`src/rtl/cdp_pkg.sv`:
```
package cdp_pkg;

    // Field and register widths
    localparam int MODE_W     = 2;
    localparam int THR_W      = 24;
    localparam int NUM_W      = 20;
    localparam int PER_W      = 32;
    localparam int CPU_CNT_W  = 64;
    localparam int BUDGET_W   = 32;
    localparam int COUNT_W    = 26;
    localparam int CFG_IDX_W  = 3;
    localparam int CFG_DATA_W = 32;

    // Transaction modes
    localparam logic [MODE_W-1:0] MODE_BATCH       = 2'd0;
    localparam logic [MODE_W-1:0] MODE_SYNC        = 2'd1;
    localparam logic [MODE_W-1:0] MODE_SET_ON      = 2'd2;
    localparam logic [MODE_W-1:0] MODE_CLOCK_RESET = 2'd3;

    // Register indexes
    localparam logic [CFG_IDX_W-1:0] CFG_BATCH_THRESHOLD   = 3'd0;
    localparam logic [CFG_IDX_W-1:0] CFG_RATIO_NUMERATOR   = 3'd1;
    localparam logic [CFG_IDX_W-1:0] CFG_RATIO_DENOMINATOR = 3'd2;
    localparam logic [CFG_IDX_W-1:0] CFG_SAMPLE_PERIOD     = 3'd3;
    localparam logic [CFG_IDX_W-1:0] CFG_LEGACY_PACING     = 3'd4;
    localparam logic [CFG_IDX_W-1:0] CFG_SOUND_DISABLED    = 3'd5;

    // Register reset values (period is 649.351 in 16.16)
    localparam logic [THR_W-1:0] RST_BATCH_THRESHOLD   = 24'd512;
    localparam logic [NUM_W-1:0] RST_RATIO_NUMERATOR   = 20'd282240;
    localparam logic [NUM_W-1:0] RST_RATIO_DENOMINATOR = 20'd715909;
    localparam logic [PER_W-1:0] RST_SAMPLE_PERIOD     = 32'd42555867;

    // Clamps and saturation limits
    localparam logic [THR_W-1:0]    MIN_BATCH  = 24'd128;
    localparam logic [PER_W-1:0]    MIN_PERIOD = 32'd65536;
    localparam logic [BUDGET_W-1:0] BUDGET_MAX = 32'hFFFF_FFFF;
    localparam logic [COUNT_W-1:0]  COUNT_MAX  = 26'h3FF_FFFF;

    typedef enum logic [2:0] {
        ST_IDLE,
        ST_DECIDE,
        ST_SETUP,
        ST_DIV,
        ST_ACC,
        ST_BUDGET,
        ST_FINISH
    } cdp_state_t;

    // Controller to datapath
    typedef struct packed {
        logic capture;
        logic decide;
        logic setup;
        logic acc;
        logic budget;
        logic finish;
    } cdp_cmd_t;

    // Datapath to controller
    typedef struct packed {
        logic flush_run;
        logic div_busy;
        logic out_free;
    } cdp_sts_t;

endpackage

```
`src/rtl/cdp_div.sv`:
```
module cdp_div #(
    parameter int N = 45,
    parameter int D = 20
) (
    input  logic         clk,
    input  logic         rst_n,
    input  logic         start,
    input  logic [N-1:0] dividend,
    input  logic [D-1:0] divisor,
    output logic         busy,
    output logic [N-1:0] quotient,
    output logic [D-1:0] remainder
);

    localparam int CNT_W = (N > 1) ? $clog2(N) : 1;
    localparam logic [CNT_W-1:0] LAST = CNT_W'(N - 1);

    logic             busy_reg;
    logic             busy_next;
    logic [CNT_W-1:0] cnt_reg;
    logic [CNT_W-1:0] cnt_next;
    logic [N-1:0]     quo_reg;
    logic [N-1:0]     quo_next;
    logic [D-1:0]     rem_reg;
    logic [D-1:0]     rem_next;
    logic [D-1:0]     div_reg;
    logic [D:0]       shifted;
    logic [D:0]       trial;
    logic             fits;

    // One restoring step: shift in the next dividend bit, subtract if it fits
    assign shifted = {rem_reg, quo_reg[N-1]};
    assign fits    = (shifted >= {1'b0, div_reg});
    assign trial   = shifted - {1'b0, div_reg};

    always_comb
    begin
        busy_next = busy_reg;
        cnt_next  = cnt_reg;
        quo_next  = quo_reg;
        rem_next  = rem_reg;
        if (start)
        begin
            busy_next = 1'b1;
            cnt_next  = '0;
            quo_next  = dividend;
            rem_next  = '0;
        end
        else if (busy_reg)
        begin
            quo_next = {quo_reg[N-2:0], fits};
            rem_next = fits ? trial[D-1:0] : shifted[D-1:0];
            cnt_next = cnt_reg + 1'b1;
            if (cnt_reg == LAST)
            begin
                busy_next = 1'b0;
            end
        end
    end

    // Hold control state
    always_ff @(posedge clk or negedge rst_n)
    begin
        if (!rst_n)
        begin
            busy_reg <= 1'b0;
            cnt_reg  <= '0;
        end
        else
        begin
            busy_reg <= busy_next;
            cnt_reg  <= cnt_next;
        end
    end

    // Advance the partial remainder and quotient
    always_ff @(posedge clk)
    begin
        quo_reg <= quo_next;
        rem_reg <= rem_next;
        if (start)
        begin
            div_reg <= divisor;
        end
    end

    assign busy      = busy_reg;
    assign quotient  = quo_reg;
    assign remainder = rem_reg;

endmodule

```
`src/rtl/cdp_datapath.sv`:
```
module cdp_datapath #(
    parameter int CYCLE_BITS = 24
) (
    input  logic                              clk,
    input  logic                              rst_n,
    input  cdp_pkg::cdp_cmd_t                 cmd,
    output cdp_pkg::cdp_sts_t                 sts,
    input  logic                              cfg_write,
    input  logic [cdp_pkg::CFG_IDX_W-1:0]     cfg_index,
    input  logic [cdp_pkg::CFG_DATA_W-1:0]    cfg_data,
    input  logic [cdp_pkg::MODE_W-1:0]        mode,
    input  logic [CYCLE_BITS-1:0]             cycles,
    input  logic                              turn_on,
    input  logic                              cpu_halted,
    input  logic [cdp_pkg::CPU_CNT_W-1:0]     cpu_cycle_count,
    output logic                              out_valid,
    input  logic                              out_stall,
    output logic [cdp_pkg::BUDGET_W-1:0]      cpu_budget,
    output logic [cdp_pkg::COUNT_W-1:0]       sample_count,
    output logic                              cpu_reset,
    output logic                              chip_reset
);

    import cdp_pkg::*;

    localparam int SUM_W = ((CYCLE_BITS > THR_W) ? CYCLE_BITS : THR_W) + 1;
    localparam int ACC_W = SUM_W + NUM_W;
    localparam int SMP_W = SUM_W + 17;

    // Configuration registers
    logic [THR_W-1:0] thr_reg;
    logic [NUM_W-1:0] num_reg;
    logic [NUM_W-1:0] den_reg;
    logic [PER_W-1:0] per_reg;
    logic             legacy_reg;
    logic             disabled_reg;

    // Captured transaction
    logic [MODE_W-1:0]     mode_reg;
    logic [CYCLE_BITS-1:0] cyc_reg;
    logic                  turn_on_reg;
    logic                  halted_reg;
    logic [CPU_CNT_W-1:0]  cpu_cnt_reg;

    // Pacing state
    logic                 cpu_on_reg;
    logic                 cpu_on_next;
    logic [NUM_W-1:0]     ratio_rem_reg;
    logic [NUM_W-1:0]     ratio_rem_next;
    logic [CPU_CNT_W-1:0] target_reg;
    logic [CPU_CNT_W-1:0] target_next;
    logic [PER_W-1:0]     sample_rem_reg;
    logic [PER_W-1:0]     sample_rem_next;
    logic [THR_W-1:0]     pending_reg;
    logic [THR_W-1:0]     pending_next;

    // Work registers
    logic [SUM_W-1:0]    n_reg;
    logic [SUM_W-1:0]    n_next;
    logic [BUDGET_W-1:0] budget_reg;
    logic [BUDGET_W-1:0] budget_next;
    logic [COUNT_W-1:0]  count_reg;
    logic [COUNT_W-1:0]  count_next;

    // Output register
    logic                out_valid_reg;
    logic                out_valid_next;
    logic [BUDGET_W-1:0] out_budget_reg;
    logic [COUNT_W-1:0]  out_count_reg;
    logic                out_cpu_rst_reg;
    logic                out_chip_rst_reg;

    logic [THR_W-1:0]     thr_eff;
    logic [NUM_W-1:0]     den_eff;
    logic [PER_W-1:0]     per_eff;
    logic [SUM_W-1:0]     sum;
    logic                 is_batch;
    logic                 flush;
    logic                 pace;
    logic [ACC_W-1:0]     product;
    logic [ACC_W-1:0]     ratio_dividend;
    logic [SMP_W-1:0]     sample_dividend;
    logic                 busy_a;
    logic                 busy_b;
    logic [ACC_W-1:0]     quo_a;
    logic [NUM_W-1:0]     rem_a;
    logic [SMP_W-1:0]     quo_b;
    logic [PER_W-1:0]     rem_b;
    logic [CPU_CNT_W-1:0] target_sum;
    logic [CPU_CNT_W-1:0] cpu_gap;
    logic                 do_switch_on;
    logic                 do_clock_reset;
    logic                 cpu_rst_pulse;

    // Clamp the registers to their working ranges
    assign thr_eff = (thr_reg < MIN_BATCH) ? MIN_BATCH : thr_reg;
    assign den_eff = (den_reg == '0) ? NUM_W'(1) : den_reg;
    assign per_eff = (per_reg < MIN_PERIOD) ? MIN_PERIOD : per_reg;

    // Batch decision
    assign is_batch = (mode_reg == MODE_BATCH);
    assign sum      = SUM_W'(pending_reg) + SUM_W'(cyc_reg);
    assign flush    = is_batch ? (sum >= SUM_W'(thr_eff)) : (pending_reg != '0);
    assign pace     = cpu_on_reg && !halted_reg;

    // Dividends for the ratio and sample dividers
    assign product         = ACC_W'(n_reg) * ACC_W'(num_reg);
    assign ratio_dividend  = product + ACC_W'(ratio_rem_reg);
    assign sample_dividend = SMP_W'(sample_rem_reg) + SMP_W'({n_reg, 16'h0000});

    assign target_sum = target_reg + CPU_CNT_W'(quo_a);
    assign cpu_gap    = target_reg - cpu_cnt_reg;

    // Mode side effects applied once the transaction completes
    assign do_switch_on   = (mode_reg == MODE_SET_ON) && turn_on_reg && !cpu_on_reg;
    assign do_clock_reset = (mode_reg == MODE_CLOCK_RESET);
    assign cpu_rst_pulse  = do_switch_on || do_clock_reset;

    cdp_div #(
        .N (ACC_W),
        .D (NUM_W)
    ) u_ratio_div (
        .clk       (clk),
        .rst_n     (rst_n),
        .start     (cmd.setup),
        .dividend  (ratio_dividend),
        .divisor   (den_eff),
        .busy      (busy_a),
        .quotient  (quo_a),
        .remainder (rem_a)
    );

    cdp_div #(
        .N (SMP_W),
        .D (PER_W)
    ) u_sample_div (
        .clk       (clk),
        .rst_n     (rst_n),
        .start     (cmd.setup),
        .dividend  (sample_dividend),
        .divisor   (per_eff),
        .busy      (busy_b),
        .quotient  (quo_b),
        .remainder (rem_b)
    );

    // Next values of state and work registers
    always_comb
    begin
        cpu_on_next     = cpu_on_reg;
        ratio_rem_next  = ratio_rem_reg;
        target_next     = target_reg;
        sample_rem_next = sample_rem_reg;
        pending_next    = pending_reg;
        n_next          = n_reg;
        budget_next     = budget_reg;
        count_next      = count_reg;

        if (cmd.decide)
        begin
            budget_next = '0;
            count_next  = '0;
            n_next      = is_batch ? sum : SUM_W'(pending_reg);
            if (is_batch && !flush)
            begin
                pending_next = sum[THR_W-1:0];
            end
            else
            begin
                pending_next = '0;
            end
        end

        if (cmd.acc)
        begin
            if (pace)
            begin
                target_next    = target_sum;
                ratio_rem_next = rem_a;
                if (legacy_reg)
                begin
                    budget_next = (|quo_a[ACC_W-1:BUDGET_W]) ? BUDGET_MAX
                                                             : quo_a[BUDGET_W-1:0];
                end
            end
            sample_rem_next = rem_b;
            count_next      = (|quo_b[SMP_W-1:COUNT_W]) ? COUNT_MAX : quo_b[COUNT_W-1:0];
        end

        if (cmd.budget && pace && !legacy_reg && (cpu_cnt_reg < target_reg))
        begin
            budget_next = (|cpu_gap[CPU_CNT_W-1:BUDGET_W]) ? BUDGET_MAX
                                                          : cpu_gap[BUDGET_W-1:0];
        end

        if (cmd.finish)
        begin
            if (mode_reg == MODE_SET_ON)
            begin
                if (do_switch_on)
                begin
                    ratio_rem_next = '0;
                    target_next    = '0;
                    cpu_on_next    = 1'b1;
                end
                else if (!turn_on_reg)
                begin
                    cpu_on_next = 1'b0;
                end
            end
            else if (do_clock_reset)
            begin
                cpu_on_next     = 1'b0;
                ratio_rem_next  = '0;
                target_next     = '0;
                sample_rem_next = '0;
                pending_next    = '0;
            end
        end
    end

    // Drop the result once taken, load a new one on completion
    always_comb
    begin
        out_valid_next = out_valid_reg;
        if (out_valid_reg && !out_stall)
        begin
            out_valid_next = 1'b0;
        end
        if (cmd.finish)
        begin
            out_valid_next = 1'b1;
        end
    end

    // Configuration writes
    always_ff @(posedge clk or negedge rst_n)
    begin
        if (!rst_n)
        begin
            thr_reg      <= RST_BATCH_THRESHOLD;
            num_reg      <= RST_RATIO_NUMERATOR;
            den_reg      <= RST_RATIO_DENOMINATOR;
            per_reg      <= RST_SAMPLE_PERIOD;
            legacy_reg   <= 1'b0;
            disabled_reg <= 1'b0;
        end
        else if (cfg_write)
        begin
            case (cfg_index)
                CFG_BATCH_THRESHOLD:   thr_reg      <= cfg_data[THR_W-1:0];
                CFG_RATIO_NUMERATOR:   num_reg      <= cfg_data[NUM_W-1:0];
                CFG_RATIO_DENOMINATOR: den_reg      <= cfg_data[NUM_W-1:0];
                CFG_SAMPLE_PERIOD:     per_reg      <= cfg_data[PER_W-1:0];
                CFG_LEGACY_PACING:     legacy_reg   <= cfg_data[0];
                CFG_SOUND_DISABLED:    disabled_reg <= cfg_data[0];
                default:               ;
            endcase
        end
    end

    // Hold pacing state and output valid
    always_ff @(posedge clk or negedge rst_n)
    begin
        if (!rst_n)
        begin
            cpu_on_reg     <= 1'b0;
            ratio_rem_reg  <= '0;
            target_reg     <= '0;
            sample_rem_reg <= '0;
            pending_reg    <= '0;
            out_valid_reg  <= 1'b0;
        end
        else
        begin
            cpu_on_reg     <= cpu_on_next;
            ratio_rem_reg  <= ratio_rem_next;
            target_reg     <= target_next;
            sample_rem_reg <= sample_rem_next;
            pending_reg    <= pending_next;
            out_valid_reg  <= out_valid_next;
        end
    end

    // Capture the transaction, hold work values, load the output payload
    always_ff @(posedge clk)
    begin
        if (cmd.capture)
        begin
            mode_reg    <= mode;
            cyc_reg     <= cycles;
            turn_on_reg <= turn_on;
            halted_reg  <= cpu_halted;
            cpu_cnt_reg <= cpu_cycle_count;
        end
        n_reg      <= n_next;
        budget_reg <= budget_next;
        count_reg  <= count_next;
        if (cmd.finish)
        begin
            out_budget_reg   <= budget_reg;
            out_count_reg    <= count_reg;
            out_cpu_rst_reg  <= cpu_rst_pulse;
            out_chip_rst_reg <= do_clock_reset;
        end
    end

    assign sts.flush_run = flush && !disabled_reg;
    assign sts.div_busy  = busy_a || busy_b;
    assign sts.out_free  = !out_valid_reg || !out_stall;

    assign out_valid    = out_valid_reg;
    assign cpu_budget   = out_budget_reg;
    assign sample_count = out_count_reg;
    assign cpu_reset    = out_cpu_rst_reg;
    assign chip_reset   = out_chip_rst_reg;

endmodule

```
`src/rtl/cdp_ctrl.sv`:
```
module cdp_ctrl (
    input  logic               clk,
    input  logic               rst_n,
    input  logic               in_valid,
    output logic               in_stall,
    input  cdp_pkg::cdp_sts_t  sts,
    output cdp_pkg::cdp_cmd_t  cmd
);

    import cdp_pkg::*;

    cdp_state_t state_reg;
    cdp_state_t state_next;

    // Next state
    always_comb
    begin
        state_next = state_reg;
        case (state_reg)
            ST_IDLE:
            begin
                if (in_valid)
                begin
                    state_next = ST_DECIDE;
                end
            end
            ST_DECIDE:
            begin
                state_next = sts.flush_run ? ST_SETUP : ST_FINISH;
            end
            ST_SETUP:
            begin
                state_next = ST_DIV;
            end
            ST_DIV:
            begin
                if (!sts.div_busy)
                begin
                    state_next = ST_ACC;
                end
            end
            ST_ACC:
            begin
                state_next = ST_BUDGET;
            end
            ST_BUDGET:
            begin
                state_next = ST_FINISH;
            end
            ST_FINISH:
            begin
                if (sts.out_free)
                begin
                    state_next = ST_IDLE;
                end
            end
            default:
            begin
                state_next = ST_IDLE;
            end
        endcase
    end

    // Commands to the datapath
    always_comb
    begin
        cmd      = '0;
        in_stall = 1'b1;
        case (state_reg)
            ST_IDLE:
            begin
                in_stall    = 1'b0;
                cmd.capture = in_valid;
            end
            ST_DECIDE: cmd.decide = 1'b1;
            ST_SETUP:  cmd.setup  = 1'b1;
            ST_ACC:    cmd.acc    = 1'b1;
            ST_BUDGET: cmd.budget = 1'b1;
            ST_FINISH: cmd.finish = sts.out_free;
            default:   ;
        endcase
    end

    always_ff @(posedge clk or negedge rst_n)
    begin
        if (!rst_n)
        begin
            state_reg <= ST_IDLE;
        end
        else
        begin
            state_reg <= state_next;
        end
    end

endmodule

```
`src/rtl/clock_domain_pacer_core.sv`:
```
// Clock domain pacer: turns elapsed master cycles into a slave CPU budget and
// a count of output sample periods.
// Input channel (in_valid / in_stall) carries one transaction per advance:
// mode, cycles, turn_on, cpu_halted and cpu_cycle_count. Output channel
// (out_valid / out_stall) returns exactly one result per input transaction:
// cpu_budget, sample_count and the cpu_reset / chip_reset pulses.
// One transaction is worked on at a time. A transaction that only batches
// cycles, or a flush with nothing pending or with sound disabled, passes
// the decide and finish steps on its way to the output register.
// A flush runs the ratio and sample restoring dividers side by side, one
// quotient bit per cycle; the ratio divider is max(CYCLE_BITS, 24) + 21 bits
// wide, wider than the sample divider, and sets the time. A flush passes the
// decide, setup, divide, accumulate, budget and finish steps.
// in_stall is low only while the block is idle; a new transaction can be
// accepted while the previous result still sits in the output register. If
// the receiver stalls, the result holds and the next transaction waits at
// its last step until the output register frees.
// Reset restores the register defaults, clears all pacing state and leaves
// the output empty; no clearing pass is needed.
module clock_domain_pacer_core #(
    parameter int CYCLE_BITS = 24
) (
    input  logic                           clk,
    input  logic                           rst_n,
    input  logic                           cfg_write,
    input  logic [cdp_pkg::CFG_IDX_W-1:0]  cfg_index,
    input  logic [cdp_pkg::CFG_DATA_W-1:0] cfg_data,
    input  logic                           in_valid,
    output logic                           in_stall,
    input  logic [cdp_pkg::MODE_W-1:0]     mode,
    input  logic [CYCLE_BITS-1:0]          cycles,
    input  logic                           turn_on,
    input  logic                           cpu_halted,
    input  logic [cdp_pkg::CPU_CNT_W-1:0]  cpu_cycle_count,
    output logic                           out_valid,
    input  logic                           out_stall,
    output logic [cdp_pkg::BUDGET_W-1:0]   cpu_budget,
    output logic [cdp_pkg::COUNT_W-1:0]    sample_count,
    output logic                           cpu_reset,
    output logic                           chip_reset
);

    import cdp_pkg::*;

    cdp_cmd_t cmd;
    cdp_sts_t sts;

    cdp_ctrl u_ctrl (
        .clk      (clk),
        .rst_n    (rst_n),
        .in_valid (in_valid),
        .in_stall (in_stall),
        .sts      (sts),
        .cmd      (cmd)
    );

    cdp_datapath #(
        .CYCLE_BITS (CYCLE_BITS)
    ) u_datapath (
        .clk             (clk),
        .rst_n           (rst_n),
        .cmd             (cmd),
        .sts             (sts),
        .cfg_write       (cfg_write),
        .cfg_index       (cfg_index),
        .cfg_data        (cfg_data),
        .mode            (mode),
        .cycles          (cycles),
        .turn_on         (turn_on),
        .cpu_halted      (cpu_halted),
        .cpu_cycle_count (cpu_cycle_count),
        .out_valid       (out_valid),
        .out_stall       (out_stall),
        .cpu_budget      (cpu_budget),
        .sample_count    (sample_count),
        .cpu_reset       (cpu_reset),
        .chip_reset      (chip_reset)
    );

    // An accepted transaction blocks the input until it completes
    assert property (@(posedge clk) disable iff (!rst_n)
        in_valid && !in_stall |=> in_stall)
        else $error("input not blocked after acceptance");

    // The dividers only run while a transaction is in flight
    assert property (@(posedge clk) disable iff (!rst_n)
        sts.div_busy |-> in_stall)
        else $error("divider busy while idle");

    // A chip reset always comes with a CPU reset
    assert property (@(posedge clk) disable iff (!rst_n)
        out_valid && chip_reset |-> cpu_reset)
        else $error("chip reset without cpu reset");

    // A completed transaction lands in the output register
    assert property (@(posedge clk) disable iff (!rst_n)
        cmd.finish |=> out_valid)
        else $error("result lost on completion");

endmodule

```
`config.mk`:
```
export PLATFORM = sky130hd
export DESIGN_NAME = clock_domain_pacer_core
export DESIGN_NICKNAME = d
export VERILOG_FILES = /design/src/rtl/cdp_pkg.sv /design/src/rtl/cdp_div.sv /design/src/rtl/cdp_datapath.sv /design/src/rtl/cdp_ctrl.sv /design/src/rtl/clock_domain_pacer_core.sv
export SDC_FILE = /design/constraint.sdc
export NUM_CORES = 2
export LEC_CHECK = 0
export BUFFER_PORTS_ARGS = -buffer_cell sky130_fd_sc_hd__clkbuf_2
export CORE_MARGIN = 2
export CORE_UTILIZATION = 50
export CTS_CLUSTER_SIZE = 25
export DETAILED_ROUTE_END_ITERATION = 6
export MAX_ROUTING_LAYER = met4
export PLACE_DENSITY_LB_ADDON = 0.25
export SLEW_MARGIN = 5
export SYNTH_ARGS = -nofsm -noshare
export SYNTH_HDL_FRONTEND = slang
export SYNTH_HIERARCHICAL = 1
export SYNTH_SLANG_ARGS = --single-unit
```
`constraint.sdc`:
```
create_clock -name clk -period 8.3 [get_ports clk]
set_input_delay 0.83 -clock clk [delete_from_list [all_inputs] [get_ports clk]]
set_output_delay 0.83 -clock clk [all_outputs]
set_load 0.01 [all_outputs]
```
==> flow_metrics.py <==
metrics = {
    "run_status": {
        "run_status": "completed",
    },
    "critical_path": {
        "crit-reg2reg-capture": "u_datapath/u_ratio_div/quotient[39]",
        "critical_path.max_fanout": 12,
        "slowest_delay_ps": 590,
        "worstSetupPathType": "flip-flop to flip-flop",
        "r2r.worst_path.cells": 25,
        "path_common_cell": "sky130_fd_sc_hd__fa_1",
        "family_of_cells_with_the_greatest_summed_delay_on_the_critical_path": "adder cells",
        "timing.critical_path.to_type": "flip-flop",
        "worst_setup_path_start_kind": "flip-flop",
        "regToRegStartpoint": "u_datapath/n_reg[9]",
        "reg2reg_slack_ps": 400,
        "worst-endpoint-arrival_ps": 8310,
        "worst-path-buf-inv": 6,
        "critPathRequiredTime_ps": 8720,
        "cp_slowest_cell": "sky130_fd_sc_hd__fa_1",
    },
    "layout": {
        "final_core_utilization": 0.550,
        "multi_input_area_um2": 33700,
        "fill_cells": 9860,
        "mostFrequentLayoutCell": "sky130_fd_sc_hd__nand2_1",
        "area_growth_pct": 8.91,
        "register_area_um2": 18400,
        "final_cell_mix": "710 x sky130_fd_sc_hd__nand2_1, 645 x sky130_fd_sc_hd__inv_1, 436 x sky130_fd_sc_hd__fa_1",
        "drive_above_1_share": 0.125,
        "finalNetCount": 6697,
    },
    "hold_path": {
        "holdCritPathClass": "input port to asynchronous set/reset pin",
    },
    "drt": {
        "via_to_cell_ratio": 5.76,
        "routed_wire_length_per_instance_um": 21.4,
        "detail_route.first_pass.iterations": 6,
        "vias": 42004,
        "initialDrtViolationCount": 3681,
        "antenna_left": 0,
        "route.final.wire_length_um": 156000,
        "route.detailed.drc": 0,
    },
    "timing": {
        "timing.clock.skew_ps": 34.5,
        "timing.final.crit_share": 0.951,
        "holdWs_ps": 189,
        "rsz0062_at_grt": "no",
        "final.min_clock_period_ps": 7900,
        "maxClockFrequency_ghz": 0.127,
        "worst_pin_slew_ps": 1260,
        "finalHoldViolCount": 0,
        "setup_ws_ps": 405,
        "maxSlewHeadroom": 0.160,
        "final-setup-viol-count": 0,
        "timing_max_transition_violations_final": 0,
        "fin_setup_tns_ps": 0,
    },
    "synthesis": {
        "synth_ff_type": "sky130_fd_sc_hd__edfxtp_1",
        "synth-async-reset-ratio": 0.376,
        "synth_top_family_by_area": "adder cells",
        "ys_seq_elements": 683,
        "synth_compound_gate_area_share": 0.127,
        "number_of_enable_type_register_cells_in_the_synthesized_netlist": 342,
        "ys_seq_area_frac": 0.330,
        "syn-instance-count": 5683,
        "synth_cell_types": 128,
        "post_synth_mux_area_share": 0.0454,
        "synthesis.area_um2": 55900,
        "ys_warn_count": 6,
        "synth.net_count": 6640,
        "synth-adder-area-share": 0.243,
        "syn_avg_cell_area_um2": 9.83,
        "synth_xor_xnor_area_share": 0.0337,
        "synth-simple-area-share": 0.153,
    },
    "floorplanning": {
        "fp.dieArea_um2": 114000,
        "start_util": 0.505,
        "io-pin-count": 194,
        "chipWidth_um": 338,
        "placeableCoreArea_um2": 111000,
        "placement_rows": 122,
        "die-height_um": 338,
    },
    "clock_network": {
        "cts-root-buf": "sky130_fd_sc_hd__clkbuf_16",
        "worst_setup_hold_path_clk_slew_ps": 60,
        "cts.sinks": 683,
        "cts-buffers-inserted": 80,
        "cts.path.max_buffers": 3,
        "cts_hold_buf": 0,
        "htree_levels": 3,
        "clk_latency_ps": 680,
        "cts_tree": "yes",
    },
    "grt": {
        "globalRoute.totalOverflow": 0,
        "antenna_found_initial": 7,
        "met1_usage": 0.386,
        "grt_first_pass_wirelength_um": 242000,
        "grt_busiest_layer": "met2",
        "globalRouteMet2Util": 0.425,
        "global_route_usage_sum": 0.280,
        "grt_use_met3": 0.0439,
        "grt_start_max_net_pins": 118,
        "first_global_vias": 40885,
    },
    "run": {
        "max_cap_viol_count": 0,
    },
    "placed_design": {
        "place_hpwl_um": 121000,
        "dpl_worst_slack_ps": 237,
        "portBuffers": 193,
        "globalplace.congestion": 0.951,
    },
}
layout make-up:
type,instances,area share
diodes,5,0.000206
clock buffers,109,0.0367
clock inverters,38,0.00742
inverters,647,0.0399
multi-input cells,4047,0.555
flip-flops and latches,683,0.303
well taps,1488,0.0306
repair buffers,281,0.0274
routing by layer:
metal	vias up	wire length (um)
li1	19536	-
met5	-	0
met2	1399	71700
met3	235	10400
met1	20834	69600
met4	0	4620
synth_stat cells, types with 56 or more instances:
cell type / n / share of area
sky130_fd_sc_hd__xnor2_1: 150 / 0.024
sky130_fd_sc_hd__nand3_1: 80 / 0.0072
sky130_fd_sc_hd__inv_1: 646 / 0.043
sky130_fd_sc_hd__nand4_1: 66 / 0.0074
sky130_fd_sc_hd__o21ai_0: 135 / 0.012
sky130_fd_sc_hd__a21o_1: 86 / 0.012
sky130_fd_sc_hd__clkbuf_1: 237 / 0.016
sky130_fd_sc_hd__a21oi_1: 313 / 0.028
sky130_fd_sc_hd__and2_1: 274 / 0.031
sky130_fd_sc_hd__o21a_1: 56 / 0.0075
sky130_fd_sc_hd__fa_1: 436 / 0.16
sky130_fd_sc_hd__dfrtp_1: 226 / 0.10
sky130_fd_sc_hd__xor2_1: 65 / 0.010
sky130_fd_sc_hd__edfxtp_1: 342 / 0.18
sky130_fd_sc_hd__dfxtp_1: 84 / 0.030
sky130_fd_sc_hd__nor2_1: 272 / 0.018
sky130_fd_sc_hd__nor2b_1: 72 / 0.0081
sky130_fd_sc_hd__nand2_1: 710 / 0.048
sky130_fd_sc_hd__mux2_2: 175 / 0.035
sky130_fd_sc_hd__ha_1: 389 / 0.087
kinds of logic after synthesis:
family          Yosys count
xor+xnor                215
flops                   683
fa+ha+maj               825
simple gates           1739
compound gates         1037
buf+inv                 953
mux                     231
worst register-to-register path, stage by stage, from the launching register on:
cell,delay [ps]
sky130_fd_sc_hd__edfxtp_1,560
sky130_fd_sc_hd__buf_4,270
sky130_fd_sc_hd__and2_1,190
sky130_fd_sc_hd__fa_1,540
sky130_fd_sc_hd__inv_1,60
sky130_fd_sc_hd__fa_1,530
sky130_fd_sc_hd__inv_1,50
sky130_fd_sc_hd__fa_1,510
sky130_fd_sc_hd__fa_1,480
sky130_fd_sc_hd__fa_1,540
sky130_fd_sc_hd__fa_1,590
sky130_fd_sc_hd__inv_1,70
sky130_fd_sc_hd__fa_1,530
sky130_fd_sc_hd__inv_1,40
sky130_fd_sc_hd__ha_1,330
sky130_fd_sc_hd__and3_1,230
sky130_fd_sc_hd__nand3_1,100
sky130_fd_sc_hd__o21ai_1,310
sky130_fd_sc_hd__a41oi_1,160
sky130_fd_sc_hd__buf_4,170
sky130_fd_sc_hd__o21ai_0,350
sky130_fd_sc_hd__a21oi_1,170
sky130_fd_sc_hd__o31ai_1,300
sky130_fd_sc_hd__o21ai_0,170
sky130_fd_sc_hd__xnor2_1,150
sky130_fd_sc_hd__mux2_2,270
metrics by stage:
| stage | instances | instance area, um^2 |
|---|---|---|
| finish | 7298 | 60800 |
| global route | 7296 | 60800 |
| CTS | 7288 | 60800 |
| detailed placement | 7141 | 58100 |
| global placement | 7141 | 58100 |
| floorplan | 5683 | 55900 |
how the worst max path moves through the flow:
stage | from | endpoint | slack (ps) | depth (start not counted)
floorplan | u_datapath/num_reg[11] | u_datapath/u_ratio_div/quotient[44] | 690 | 26
global placement | u_datapath/num_reg[3] | u_datapath/u_ratio_div/quotient[44] | 450 | 25
detailed placement | u_datapath/num_reg[7] | u_datapath/u_ratio_div/quotient[44] | 240 | 24
CTS | u_datapath/num_reg[7] | u_datapath/u_ratio_div/quotient[44] | 220 | 24
global route | u_datapath/n_reg[8] | u_datapath/u_ratio_div/quotient[44] | 10 | 24
finish | u_datapath/n_reg[9] | u_datapath/u_ratio_div/quotient[39] | 400 | 25
what timing repair did:
item / in CTS / in global routing
endpoints found under the setup margin: 0 / 5
setup buffers: 0 / 5
resized for setup: 0 / 13
Power is left out: the tool's default activity adds up to more than one toggle a clock period on the data nets, which glitch-free logic cannot reach.
